$ cat config.mk
export PLATFORM = sky130hd
export DESIGN_NAME = modular_inverse_unit
export DESIGN_NICKNAME = d
export VERILOG_FILES = /design/src/hdl/miu_pkg.sv /design/src/hdl/modular_inverse_unit.sv /design/src/hdl/miu_ctrl.sv /design/src/hdl/miu_datapath.sv
export VERILOG_INCLUDE_DIRS = /design/src /design/src/hdl
export SDC_FILE = /design/constraint.sdc
export NUM_CORES = 1
export LEC_CHECK = 0
export ABC_AREA = 0
export BUFFER_PORTS_ARGS = -buffer_cell sky130_fd_sc_hd__buf_2
export CORE_UTILIZATION = 60
export DETAILED_ROUTE_END_ITERATION = 12
export MAX_ROUTING_LAYER = met4
export PLACE_DENSITY = 0.78
export SETUP_SLACK_MARGIN = 0.05
export SLEW_MARGIN = 20
export SYNTH_ARGS = -nofsm -noshare
export SYNTH_HDL_FRONTEND = slang
export SYNTH_SLANG_ARGS = --single-unit
$ cat constraint.sdc
create_clock -name clk -period 5.4 [get_ports clk]
set_clock_uncertainty 0.05 [all_clocks]
set_input_delay 0.54 -clock clk [delete_from_list [all_inputs] [get_ports clk]]
set_output_delay 0.54 -clock clk [all_outputs]
set_load 0.01 [all_outputs]
$ cat src/hdl/modular_inverse_unit_defines.svh
// Assertion macros for the modular inverse unit.
// Each macro expects clk and arst_n in scope.
`ifndef MODULAR_INVERSE_UNIT_DEFINES_SVH
`define MODULAR_INVERSE_UNIT_DEFINES_SVH

// Same-cycle implication.
`define MIU_ASSERT_NOW(label, ante, cons, msg) \
	label: assert property (@(posedge clk) disable iff (!arst_n) (ante) |-> (cons)) \
		else $error(msg);

// Next-cycle implication.
`define MIU_ASSERT_NEXT(label, ante, cons, msg) \
	label: assert property (@(posedge clk) disable iff (!arst_n) (ante) |=> (cons)) \
		else $error(msg);

`endif

$ cat src/hdl/miu_pkg.sv
package miu_pkg;

	localparam int FIELD_W   = 32;
	localparam int S_TDATA_W = 64;
	localparam int M_TDATA_W = 72;

	typedef enum logic [2:0] {
		ST_IDLE,
		ST_CHECK,
		ST_ALIGN,
		ST_DBL,
		ST_STEP,
		ST_UPD1,
		ST_UPD2,
		ST_DONE
	} miu_state_t;

	// controller -> datapath
	typedef struct packed {
		logic load;
		logic iter_init;
		logic shift_up;
		logic dbl;
		logic step;
		logic upd1;
		logic upd2;
		logic out_load;
	} miu_cmd_t;

	// datapath -> controller
	typedef struct packed {
		logic r1_zero;
		logic can_shift;
		logic last_bit;
	} miu_status_t;

endpackage

$ cat src/hdl/modular_inverse_unit.sv
// Modular inverse unit. Each request carries a value and a modulus and yields
// one result: the gcd of the two, a flag set when that gcd is 1, and the
// inverse of the value modulo the modulus in 0..modulus-1 (0 when no inverse
// exists, and 0 for a modulus of 1). A modulus of 0 returns the value as gcd,
// the flag set only for a value of 1, and inverse 0. Operands are the low
// DATA_WIDTH bits of the 32-bit fields.
// The extended Euclidean algorithm runs one quotient bit at a time on a
// single shift-subtract unit that also accumulates quotient times
// coefficient modulo the modulus. One request is in flight at a time.
// Each Euclid step aligns the divisor, then runs a per-bit double/add-mod loop.
// A finished result sits in the output register, so the next request is taken
// while it waits to be read.
`include "modular_inverse_unit_defines.svh"

module modular_inverse_unit
	import miu_pkg::*;
#(
	parameter int DATA_WIDTH = 32
) (
	input  logic                 clk,
	input  logic                 arst_n,
	input  logic                 s_tvalid,
	output logic                 s_tready,
	input  logic [S_TDATA_W-1:0] s_tdata,  // [31:0] value, [63:32] modulus
	output logic                 m_tvalid,
	input  logic                 m_tready,
	output logic [M_TDATA_W-1:0] m_tdata   // [31:0] inverse, [32] inverse_exists,
	                                       // [64:33] common_divisor, [71:65] zero
);

	localparam int W = DATA_WIDTH;

	miu_cmd_t    cmd;
	miu_status_t status;

	logic [W+FIELD_W-1:0] value_ext, modulus_ext;
	logic [W+FIELD_W-1:0] inv_ext, gcd_ext;
	logic [W-1:0]         inverse, common_divisor;
	logic                 inverse_exists;

	logic                 m_tvalid_q;
	logic [M_TDATA_W-1:0] m_tdata_q;
	logic                 out_busy;

	// Take the low DATA_WIDTH bits of each field, zero-extend if wider.
	assign value_ext   = {{W{1'b0}}, s_tdata[FIELD_W-1:0]};
	assign modulus_ext = {{W{1'b0}}, s_tdata[2*FIELD_W-1:FIELD_W]};

	// Output slot stays busy while a result waits and the sink stalls.
	assign out_busy = m_tvalid_q && !m_tready;

	miu_ctrl u_ctrl (
		.clk       (clk),
		.arst_n    (arst_n),
		.req_valid (s_tvalid),
		.req_ready (s_tready),
		.out_busy  (out_busy),
		.status    (status),
		.cmd       (cmd)
	);

	miu_datapath #(
		.DATA_WIDTH (W)
	) u_datapath (
		.clk            (clk),
		.cmd            (cmd),
		.value          (value_ext[W-1:0]),
		.modulus        (modulus_ext[W-1:0]),
		.status         (status),
		.inverse        (inverse),
		.inverse_exists (inverse_exists),
		.common_divisor (common_divisor)
	);

	assign inv_ext = {{FIELD_W{1'b0}}, inverse};
	assign gcd_ext = {{FIELD_W{1'b0}}, common_divisor};

	// Output register: set on a finished result, drop once the sink takes it.
	always_ff @(posedge clk or negedge arst_n) begin
		if (!arst_n) begin
			m_tvalid_q <= 1'b0;
		end else if (cmd.out_load) begin
			m_tvalid_q <= 1'b1;
		end else if (m_tready) begin
			m_tvalid_q <= 1'b0;
		end
	end

	always_ff @(posedge clk) begin
		if (cmd.out_load) begin
			m_tdata_q <= {7'd0, gcd_ext[FIELD_W-1:0], inverse_exists, inv_ext[FIELD_W-1:0]};
		end
	end

	assign m_tvalid = m_tvalid_q;
	assign m_tdata  = m_tdata_q;

	// A request makes the block busy on the next cycle.
	`MIU_ASSERT_NEXT(a_busy_after_req, s_tvalid && s_tready, !s_tready, "ready after request")
	// The flag matches a gcd of one.
	`MIU_ASSERT_NOW(a_flag_gcd, m_tvalid, m_tdata[32] == (m_tdata[64:33] == 32'd1), "flag vs gcd")
	// No inverse reads as zero.
	`MIU_ASSERT_NOW(a_inv_zero, m_tvalid && !m_tdata[32], m_tdata[31:0] == 32'd0, "inverse not 0")
	// A new result never overwrites one that is still stalled.
	`MIU_ASSERT_NOW(a_no_overwrite, cmd.out_load, !m_tvalid_q || m_tready, "result overwritten")

endmodule

$ cat src/hdl/miu_ctrl.sv
module miu_ctrl
	import miu_pkg::*;
(
	input  logic        clk,
	input  logic        arst_n,
	input  logic        req_valid,
	output logic        req_ready,
	input  logic        out_busy,
	input  miu_status_t status,
	output miu_cmd_t    cmd
);

	miu_state_t state_q, state_d;

	always_ff @(posedge clk or negedge arst_n) begin
		if (!arst_n) begin
			state_q <= ST_IDLE;
		end else begin
			state_q <= state_d;
		end
	end

	always_comb begin
		state_d   = state_q;
		cmd       = '0;
		req_ready = 1'b0;
		unique case (state_q)
			ST_IDLE: begin
				req_ready = 1'b1;
				if (req_valid) begin
					cmd.load = 1'b1;
					state_d  = ST_CHECK;
				end
			end
			ST_CHECK: begin
				if (status.r1_zero) begin
					state_d = ST_DONE;
				end else begin
					cmd.iter_init = 1'b1;
					state_d       = ST_ALIGN;
				end
			end
			ST_ALIGN: begin
				if (status.can_shift) begin
					cmd.shift_up = 1'b1;
				end else begin
					state_d = ST_DBL;
				end
			end
			ST_DBL: begin
				cmd.dbl = 1'b1;
				state_d = ST_STEP;
			end
			ST_STEP: begin
				cmd.step = 1'b1;
				state_d  = status.last_bit ? ST_UPD1 : ST_DBL;
			end
			ST_UPD1: begin
				cmd.upd1 = 1'b1;
				state_d  = ST_UPD2;
			end
			ST_UPD2: begin
				cmd.upd2 = 1'b1;
				state_d  = ST_CHECK;
			end
			ST_DONE: begin
				// hold until the output register is free
				if (!out_busy) begin
					cmd.out_load = 1'b1;
					state_d      = ST_IDLE;
				end
			end
			default: begin
				state_d = ST_IDLE;
			end
		endcase
	end

endmodule

$ cat src/hdl/miu_datapath.sv
module miu_datapath
	import miu_pkg::*;
#(
	parameter int DATA_WIDTH = 32
) (
	input  logic                  clk,
	input  miu_cmd_t              cmd,
	input  logic [DATA_WIDTH-1:0] value,
	input  logic [DATA_WIDTH-1:0] modulus,
	output miu_status_t           status,
	output logic [DATA_WIDTH-1:0] inverse,
	output logic                  inverse_exists,
	output logic [DATA_WIDTH-1:0] common_divisor
);

	localparam int W  = DATA_WIDTH;
	localparam int KW = $clog2(W);

	logic [W-1:0]  m_q, r0_q, r1_q, s0_q, s1_q;
	logic [W-1:0]  rem_q, d_q, t_q, ms1_q;
	logic [KW-1:0] k_q;
	logic          borrow_q;

	logic [W:0]    t_dbl;
	logic [W-1:0]  t_dbl_mod;
	logic [W-1:0]  t_add_mod;
	logic [W:0]    s_diff;
	logic [W-1:0]  s_next;
	logic [W-1:0]  d_up;

	assign d_up      = {d_q[W-2:0], 1'b0};
	assign t_dbl     = {t_q, 1'b0};
	assign t_dbl_mod = (t_dbl >= {1'b0, m_q}) ? W'(t_dbl - {1'b0, m_q}) : t_dbl[W-1:0];
	// t + s1 wraps past m exactly when t >= m - s1
	assign t_add_mod = (t_q >= ms1_q) ? (t_q - ms1_q) : (t_q + s1_q);
	assign s_diff    = {1'b0, s0_q} - {1'b0, t_q};
	assign s_next    = borrow_q ? (t_q + m_q) : t_q;

	always_ff @(posedge clk) begin
		if (cmd.load) begin
			m_q  <= modulus;
			r0_q <= value;
			r1_q <= modulus;
			s0_q <= W'(modulus > W'(1));
			s1_q <= '0;
		end
		if (cmd.iter_init) begin
			rem_q <= r0_q;
			d_q   <= r1_q;
			t_q   <= '0;
			ms1_q <= m_q - s1_q;
			k_q   <= '0;
		end
		if (cmd.shift_up) begin
			d_q <= d_up;
			k_q <= k_q + KW'(1);
		end
		if (cmd.dbl) begin
			t_q <= t_dbl_mod;
		end
		if (cmd.step) begin
			if (rem_q >= d_q) begin
				rem_q <= rem_q - d_q;
				t_q   <= t_add_mod;
			end
			d_q <= d_q >> 1;
			k_q <= k_q - KW'(1);
		end
		if (cmd.upd1) begin
			t_q      <= s_diff[W-1:0];
			borrow_q <= s_diff[W];
		end
		if (cmd.upd2) begin
			r0_q <= r1_q;
			r1_q <= rem_q;
			s0_q <= s1_q;
			s1_q <= s_next;
		end
	end

	assign status.r1_zero   = (r1_q == '0);
	assign status.can_shift = !d_q[W-1] && (d_up <= rem_q);
	assign status.last_bit  = (k_q == '0);

	assign common_divisor = r0_q;
	assign inverse_exists = (r0_q == W'(1));
	assign inverse        = inverse_exists ? s0_q : '0;

endmodule
======== Word-level counts from Yosys, hierarchy flattened ========
Cells that the tools add are included.
Widths: inputs -> output; s select.
storage, ports and cells
  register bits ........................... 363
  output and inout port bits .............. 74
cells by class
  equal/unequal tests ..................... 11
  mux-type cells .......................... 46
  reductions and logical operators ........ 12
  $add $sub $neg .......................... 9
  $lt $le $gt $ge ......................... 5
operators by type and width
  cell                 number
  $mux 32              21
  $sub 32x32->32       4
  $add 32x32->32       2
  $ge 32x32->1         2
  $ge 33x32->1         1
  $sub 32x32->33       1
  $eq 32x1->1 const B  1
  $gt 32x1->1 const B  1
  $le 32x32->1         1
  $logic_not 32->1     1
  $mux 31              1
  $pmux 3 s8           1
  $mux 1               15
  $mux 3               5
  $mux 5               3
  $eq 3x3->1 const B   4
  $eq 3x2->1 const B   2
  $ne 2x2->1 const B   3
  $reduce_bool 2->1    3
  $add 5x1->5 const B  1
  $logic_not 5->1      1
  $sub 5x1->5 const B  1
  $eq 3x1->1 const B   1
  $logic_not 3->1      1
  other kinds (4)      6

======== Logic depth before layout (Yosys ltp) ========
Gate-level depths: netlist of the first run.
  depth in word-level cells ............... 8
  depth in mapped cells ................... 15
  gate-level depth less buffers ........... 14

======== Cells and area by module ========
A second synthesis of the first run with hierarchy kept.
unflattened totals
  cells, all modules ...................... 2965
  area total of the unflattened synthesis .. 27649.0 sq um
modules (own cells, without submodules)
  module                cells an instance  sequential area each (sq um)  times used  area each (sq um)
  miu_datapath          2856               8177.8                        1           25303.0
  modular_inverse_unit  76                 1976.9                        1           2053.2
  miu_ctrl              33                 75.1                          1           292.8

======== Worst setup path after synthesis of the first run ========
OpenSTA, ideal clock, no wires.
  kind .................................... register to register
  start point ............................. register u_ctrl.state_q[1]
  end point ............................... register u_datapath.r0_q[0], in the netlist u_datapath.common_divisor[0] (enable)
  setup time .............................. 433 ps
  arrival time ............................ 3615 ps
  path slack .............................. 1302 ps
  stages on the path, launching flop included .. 5
  buffers on the path ..................... 1
  cells stage by stage .................... dfrtp_1 > clkbuf_1 > nor3_1 > and2_1 > or2_2
RTL lines
  what                      line                RTL
  start: declaration        miu_ctrl.sv:13      miu_state_t state_q, state_d;
  start signal: assignment  miu_ctrl.sv:19      state_q <= state_d;
  end signal: assignment    miu_datapath.sv:42  r0_q <= value;
  end signal: assignment    miu_datapath.sv:74  r0_q <= r1_q;
  end: declaration          miu_datapath.sv:19  logic [W-1:0] m_q, r0_q, r1_q, s0_q, s1_q;

======== Worst setup path after layout of the first run ========
  start point ............................. register u_datapath.m_q[1]
  end point ............................... register u_datapath.t_q[25]
between the ends
  word-level cells in the longest chain between the ends .. 6
  elaborated cells between the ends (all ways) .. 7
  those cells by class .................... 1 x add/sub; 1 x order compare; 5 x mux
ends and longest elaborated chain
  what                                                   line                RTL
  start: declaration                                     miu_datapath.sv:19
  start signal: assignment                               miu_datapath.sv:41  m_q <= modulus;
  $sub 32x32->32 / $ge 33x32->1 (equally long branches)  miu_datapath.sv:33  assign t_dbl_mod = (t_dbl >= {1'b0, m_q}) ? W'(t_dbl - {1'b0, m_q}) : t_dbl[W-1:0];
  $mux 32 *                                              miu_datapath.sv:33
  $mux 32 *                                              miu_datapath.sv:58  if (cmd.dbl) begin
  $mux 32                                                miu_datapath.sv:62  if (rem_q >= d_q) begin
  $mux 32 *                                              miu_datapath.sv:61  if (cmd.step) begin
  $mux 32 *                                              miu_datapath.sv:69  if (cmd.upd1) begin
  end signal: assignment                                 miu_datapath.sv:59  t_q <= t_dbl_mod;
  end signal: assignment                                 miu_datapath.sv:64  t_q <= t_add_mod;
  end signal: assignment                                 miu_datapath.sv:70  t_q <= s_diff[W-1:0];
  end: declaration                                       miu_datapath.sv:20  logic [W-1:0] rem_q, d_q, t_q, ms1_q;
Mark *: on every way between the ends. The rest lies on a longest branch, timed or not.
A chain may end at the register's enable or synchronous reset.

==> run summary, run 1 <==
=========================================================================================
Path category of the worst min-delay check                                         in2reg
Final setup violation count                                                             0
Number of clock sinks                                                                 363
Status                                                                       complete, no violations
Maximum achievable frequency                                                    231.6 MHz
Worst Setup SP                                                               u_datapath.m_q[1]
Area of the mapped netlist                                                     27390 um^2
# IOs                                                                                 142
Family with the most delay on the worst path                                 compound AO/OA/AOI/OAI gates
Max-cap check violation count                                                           0
Count of distinct cell types in the synthesized netlist                                95
Proportion of register bits with asynchronous set or reset after synthesis         1.102%
Pin count of the biggest net entering global routing                                   85
Buf+Inv Stages, Crit Path                                                               2
Remaining global-route overflow                                                         0
DRT Wirelength                                                                   84.37 mm
Number of flops mapped to enable cells by yosys                                       294
Detailed-route vias per instance                                                    6.404
Global-route wire length before repair                                           129.7 mm
Gate count of the mapped netlist                                                     3047
Chip Width                                                                       215.7 um
Root Buffer Master                                                           sky130_fd_sc_hd__clkbuf_16
Detailed-route via count                                                            24190
Static leakage                                                                   12.93 nW
Detailed-route DRC error count                                                          0
Reg2Reg Setup Slack                                                               1080 ps
R2R Path Start                                                               u_datapath.m_q[1]
Portion of synthesized cell area occupied by the leading cell type                 32.23%
Wirelength per Cell                                                              22.34 um
Transition time at the pin with the least slew margin                             1061 ps
Yosys reg bits                                                                        363
Detailed placer's ending HPWL                                                    63.11 mm
Drt first-iter violations                                                            2788
H-tree depth                                                                            2
Cell row count                                                                         77
# port buffers                                                                        134
Critical path capture point type                                                     flop
Area of the core region                                                        44610 um^2
Final weighted congestion of routability-driven global placement                    1.019
Average size of a mapped cell                                                  8.990 um^2
CTS tree                                                                            built
Worst-case reg-to-reg path depth                                                       13
Number of slew-limit violations in the final report                                     0
Dominant cell type by area after synthesis                                   sky130_fd_sc_hd__edfxtp_1
Startpoint-to-endpoint class of the critical path                                 reg2reg
Cells on Worst Hold Path                                                                1
CP Max Fanout                                                                          31
Post-layout net count                                                                3480
Worst path slowest cell                                                      sky130_fd_sc_hd__o22ai_4
Initial antenna violation count                                                         1
Via count of the first global-routing pass                                          23230
Most frequent cell after synthesis                                           sky130_fd_sc_hd__nand2_1
Clock transition at path regs                                                       60 ps
Die Outline Area                                                               46520 um^2
Cell types with the highest counts after synthesis                           sky130_fd_sc_hd__nand2_1, sky130_fd_sc_hd__edfxtp_1, sky130_fd_sc_hd__ha_1
Clock buffer depth                                                                      3
Power Dens Cells                                                             689.0 nW/um^2
Largest stage delay on the critical path                                           780 ps
Data required, critical path                                                      5830 ps
Overall global routing resource usage                                              36.89%
TritonCTS buffer count                                                                 43
Crit. path cell count                                                                  13
Worst max-slew margin expressed relative to the limit                              29.25%
Relative area change from synthesis to final layout                                9.212%
Final worst path period share                                                      79.94%
Yosys Warn Count                                                                        0
Final hold viol count                                                                   0
Unrepaired setup endpoints after global routing                                        no
Critical path data arrival time                                                   4740 ps
VDD IR max                                                                    0.0003913 V
Worst hold slack                                                                 114.5 ps
Starting density of the core                                                       61.41%
Die outline height                                                               215.7 um
Remaining number of nets flagged by the antenna check after routing                     0
Number of iterations in the first detailed-routing pass                                 6
Fraction of final layout cells with drive strength greater than 1                  8.951%
Shortest clock period the worst path allows after layout                          4317 ps
Worst-skew pair later-pin latency                                                  600 ps
Worst path cell trace                                                        inv_1 -> ha_1 -> nor2b_1 -> o2111ai_1 -> nand3_1 -> a311oi_1 -> nor3_1 -> o22ai_4 -> buf_4 -> and2_1 -> a221o_1 -> a21oi_1 -> a211oi_1
Kind of start point of the critical path                                             flop
Start point of the worst min-delay path                                       s_tdata[59]
Top area cells in the synthesized netlist                                    sky130_fd_sc_hd__edfxtp_1, sky130_fd_sc_hd__ha_1, sky130_fd_sc_hd__nand2_1, sky130_fd_sc_hd__dfxtp_1, sky130_fd_sc_hd__o21ai_0
Share of synthesized area occupied by flip-flops and latches                       37.34%
Most frequently used flop master after synthesis                             sky130_fd_sc_hd__edfxtp_1
Fin Setup TNS                                                                        0 ps
=========================================================================================
layout make-up:
class | count | area [um^2]
tap | 592 | 740.7
sequential | 363 | 10230
inverter | 248 | 930.9
clock inverter | 18 | 135.1
timing repair buffer | 165 | 930.9
clock buffer | 60 | 1191
multi-input combinational | 2330 | 15760
antenna | 1 | 2.502
fill | 3607 | 14690
registers in the layout, summed over array words and instances, names as in the netlist:
register and flops:
u_datapath.r1_q 32, u_datapath.d_q 32, u_datapath.rem_q 32, u_datapath.s1_q 32
m_tdata 65, m_tvalid 1, u_datapath.borrow_q 1, u_datapath.t_q 32
u_datapath.s0_q 32, u_datapath.ms1_q 32, u_datapath.m_q 32, u_datapath.k_q 5
u_ctrl.state_q 3, u_datapath.common_divisor 32
where the power goes:
group / total [mW] / switching [mW] / internal (mW)
combinational: 12.5 / 7.71 / 4.84
clock: 2.83 / 1.24 / 1.59
sequential: 5.24 / 0.967 / 4.27
layer usage:
| layer | wire length [um] | vias to the layer above | track usage [%] |
|---|---|---|---|
| li1 | - | 11250 | - |
| met4 | 3632 | 0 | 15.93 |
| met1 | 35180 | 11460 | 48.30 |
| met3 | 7875 | 208 | 5.863 |
| met5 | 0 | - | - |
| met2 | 37680 | 1269 | 56.61 |
kinds of logic after synthesis:
| group | after synthesis | synth area share, % |
|---|---|---|
| compound gates | 880 | 21.11 |
| simple gates | 928 | 15.62 |
| xor+xnor | 183 | 5.851 |
| mux | 71 | 2.608 |
| other cells | 1 | 0.01369 |
| flops | 363 | 37.34 |
| fa+ha+maj | 261 | 12.11 |
| buf+inv | 360 | 5.348 |
what timing repair did:
action | CTS | global route
gates resized for setup | 0 | 0
endpoints found under the hold margin | 4 | 0
hold buffers | 1 | 0
buffers inserted | 0 | 0
path summary, 6_finish.rpt:
kind,endpoint
setup / recovery,u_datapath.t_q[25]
setup reg to reg,u_datapath.t_q[25]
min in group asynchronous,u_ctrl.state_q[0]
hold / removal,u_datapath.m_q[27]
max in group asynchronous,u_ctrl.state_q[2]
hold reg to reg,m_tdata[44]
cells in the final DEF, fill, tap and decap left out, drive strengths merged, types with 27 or more instances in the layout:
| cell | count |
|---|---|
| inv | 249 |
| edfxtp | 294 |
| nand2b | 31 |
| buf | 164 |
| dfxtp | 65 |
| nand4 | 39 |
| a21oi | 200 |
| a211oi | 38 |
| nor3 | 42 |
| nand3 | 51 |
| ha | 254 |
| clkbuf | 60 |
| a31oi | 49 |
| xnor2 | 114 |
| mux2i | 68 |
| xor2 | 69 |
| o21a | 38 |
| nand2 | 369 |
| nor4 | 27 |
| a21o | 108 |
| and2 | 48 |
| nor2 | 223 |
| o21ai | 240 |
stage by stage:
stage	utilization (%)	power (mW)	std cells	setup slack, ps	area, um^2
after floorplan	-	14.05	3053	1302	27420
after global placement	64.07	17.12	3697	1259	28580
after detailed placement	64.07	17.34	3697	1157	28580
after CTS	67.06	20.28	3776	1090	29910
after global routing	67.07	21.92	3777	858.2	29920
final	67.07	20.61	3777	1083	29920
Power figures use the tool's default switching activity.
==> run 2, diff against run 1 <==
- clock period: 5.4 -> 4.5 ns (I/O delays scaled with it)
==> run 2 against run 1 <==
Core utilization rose by 0.56 points. Critical path depth fell by 2. Die area unchanged. Highest routed layer unchanged.
==> run summary, run 2 (synthesis gave the netlist of run 1 again) <==
==================================================================================
Status                                                                complete, no violations   unchanged
Most frequent cells in the layout                                     sky130_fd_sc_hd__nand2_1, sky130_fd_sc_hd__edfxtp_1, sky130_fd_sc_hd__ha_1, sky130_fd_sc_hd__inv_1, sky130_fd_sc_hd__nor2_1   unchanged
Placed Instance Area                                                    28730 um^2   was 28580 um^2
Data required, critical path                                               4880 ps   was 5830 ps
Detailed-route vias per instance                                             6.425   was 6.404
Detailed-route DRC error count                                                   0   unchanged
Remaining global-route overflow                                                  0   unchanged
Overall global routing resource usage                                       37.70%   was 36.89%
Shortest clock period the worst path allows after layout                   4193 ps   was 4317 ps
Starting density of the core                                                61.41%   unchanged
Clock transition at path regs                                                60 ps   about the same
Critical path capture point type                                              flop   unchanged
Global-route wire length before repair                                    133.1 mm   was 129.7 mm
# port buffers                                                                 134   unchanged
Via count of the first global-routing pass                                   23550   was 23230
Maximum achievable frequency                                             238.5 MHz   was 231.6 MHz
Number of slew-limit violations in the final report                              0   unchanged
GR Util met3                                                                4.383%   was 5.863%
Post-layout net count                                                         3494   was 3480
CP Max Fanout                                                                   22   was 31
Number of placed instances with taps included                                 3710   was 3697
Worst hold slack                                                          38.58 ps   was 114.5 ps
Combined area of the multi-input logic cells                            15760 um^2   unchanged
VDD IR max                                                             0.0005804 V   was 0.0003913 V
Post-CTS Resized                                                                 0   unchanged
Reg2Reg Setup Slack                                                         310 ps   was 1080 ps
Pin count of the biggest net entering global routing                            85   unchanged
CTS tree                                                                     built   unchanged
Detailed placer's ending HPWL                                             64.98 mm   was 63.11 mm
Power consumption                                                         25.08 mW   was 20.61 mW
Worst path slowest cell                                               sky130_fd_sc_hd__o22ai_4   unchanged
Startpoint-to-endpoint class of the critical path                          reg2reg   unchanged
Root Buffer Master                                                    sky130_fd_sc_hd__clkbuf_16   unchanged
Remaining number of nets flagged by the antenna check after routing              0   unchanged
TritonCTS buffer count                                                          43   unchanged
Chip Width                                                                215.7 um   unchanged
Detailed-route via count                                                     24380   was 24190
Worst-skew pair later-pin latency                                           590 ps   was 600 ps
Static leakage                                                            13.05 nW   was 12.93 nW
Drt first-iter violations                                                     2837   was 2788
Final worst path period share                                               93.17%   was 79.94%
Die outline height                                                        215.7 um   unchanged
Cells on Worst Hold Path                                                         1   unchanged
Worst max-slew margin expressed relative to the limit                       31.70%   was 29.25%
Final hold viol count                                                            0   unchanged
Kind of start point of the critical path                                      flop   unchanged
Power Dens Cells                                                      831.3 nW/um^2   was 689.0 nW/um^2
Placement Setup Slack                                                     436.2 ps   was 1157 ps
Clock buffer depth                                                               3   unchanged
Worst path cell trace                                                 inv_1 -> ha_1 -> nor2b_1 -> o2111ai_1 -> nand3_1 -> a311oi_1 -> nor3_1 -> o22ai_4 -> mux2_2 -> a221oi_1 -> o22ai_1   was inv_1 -> ha_1 -> nor2b_1 -> o2111ai_1 -> nand3_1 -> a311oi_1 -> nor3_1 -> o22ai_4 -> buf_4 -> and2_1 -> a221o_1 -> a21oi_1 -> a211oi_1
Die Outline Area                                                        46520 um^2   unchanged
Worst-case reg-to-reg path depth                                                11   was 13
Wirelength per Cell                                                       22.63 um   was 22.34 um
Fin Setup TNS                                                                 0 ps   unchanged
Area of the core region                                                 44610 um^2   unchanged
Transition time at the pin with the least slew margin                      1025 ps   was 1061 ps
Final setup violation count                                                      0   unchanged
Initial antenna violation count                                                  2   was 1
Leading cell type in the layout, fill and taps excluded               sky130_fd_sc_hd__nand2_1   unchanged
Register Area                                                           10230 um^2   unchanged
Fraction of met1 tracks used by global routing                              51.15%   was 48.30%
Relative area change from synthesis to final layout                         10.12%   was 9.212%
Critical path data arrival time                                            4570 ps   was 4740 ps
Final non-filler cell area                                              30170 um^2   was 29920 um^2
Busiest metal layer after global routing                                      met2   unchanged
Final Core Density                                                          67.63%   was 67.07%
# IOs                                                                          142   unchanged
Unrepaired setup endpoints after global routing                                 no   unchanged
Max FFs per register                                                            65   unchanged
Non-filler cells in the finished layout                                       3794   was 3777
Number of iterations in the first detailed-routing pass                          7   was 6
Final weighted congestion of routability-driven global placement             1.017   was 1.019
Fraction of final layout cells with drive strength greater than 1           9.406%   was 8.951%
Path category of the worst min-delay check                                  in2reg   unchanged
H-tree depth                                                                     2   unchanged
Largest stage delay on the critical path                                    580 ps   was 780 ps
Slack of the critical path                                                307.4 ps   was 1083 ps
Number of clock sinks                                                          363   unchanged
Max-cap check violation count                                                    0   unchanged
Number of filler cells placed in the layout                                   3546   was 3607
GR Layer Usage met2                                                         58.20%   was 56.61%
Cell row count                                                                  77   unchanged
DRT Wirelength                                                            85.86 mm   was 84.37 mm
==================================================================================
## run 2: cell count changes in the layout (fill, tap and decap cells not counted), moves of 2 or more
| cell | delta |
|---|---|
| sky130_fd_sc_hd__buf_4 | +9 |
| sky130_fd_sc_hd__clkinv_1 | -6 |
| sky130_fd_sc_hd__clkbuf_1 | +5 |
| sky130_fd_sc_hd__buf_12 | +4 |
| sky130_fd_sc_hd__bufinv_16 | +3 |
| sky130_fd_sc_hd__clkinv_4 | -2 |
| sky130_fd_sc_hd__clkinvlp_4 | +2 |
## run 2: worst paths after layout
| kind | start | endpoint |
|---|---|---|
| worst max-delay path | u_datapath.m_q[1] | u_datapath.t_q[5] |
| worst min-delay path | s_tdata[58] | u_datapath.m_q[26] |
| worst max register to register | u_datapath.m_q[1] | u_datapath.t_q[5] |
| worst min register to register | u_datapath.common_divisor[0] | m_tdata[33] |
| max in group asynchronous | arst_n | u_ctrl.state_q[2] |
| min in group asynchronous | arst_n | m_tvalid |
## run 2: final cells by class
| class | instances | share of cell area, % |
|---|---|---|
| Clock inverter | 15 | 0.6761 |
| Multi-Input combinational cell | 2330 | 52.23 |
| Antenna cell | 2 | 0.01659 |
| Tap cell | 592 | 2.456 |
| Clock buffer | 65 | 4.011 |
| Sequential cell | 363 | 33.91 |
| Timing Repair Buffer | 179 | 3.609 |
| Inverter | 248 | 3.086 |
## run 2: worst max-delay path, delay by kind of cell (launching register included)
family          cells  cell delay [ps]
fa+ha+maj           1              280
compound gates      5             2110
buf+inv             1              170
mux                 1              410
simple gates        3              560
flops               1              450
## run 2: timing repair
| action | 4_1_cts | 5_1_grt |
|---|---|---|
| endpoints found under the setup margin | 0 | 0 |
| hold buffers | 2 | 0 |
| endpoints found under the hold margin | 5 | 0 |
| buffers inserted | 0 | 0 |
## run 2: per-layer routing
metal / vias up / share of wire, %
met4: 0 / 3.5
met3: 189 / 9.2
met2: 1299 / 45
met5: - / 0
met1: 11580 / 42
li1: 11310 / -
## run 2: report_power, final
part           internal [mW]  switching [mW]
sequential              5.12            1.03
clock                   2.10            1.48
combinational           5.91            9.43
total                   13.1            11.9
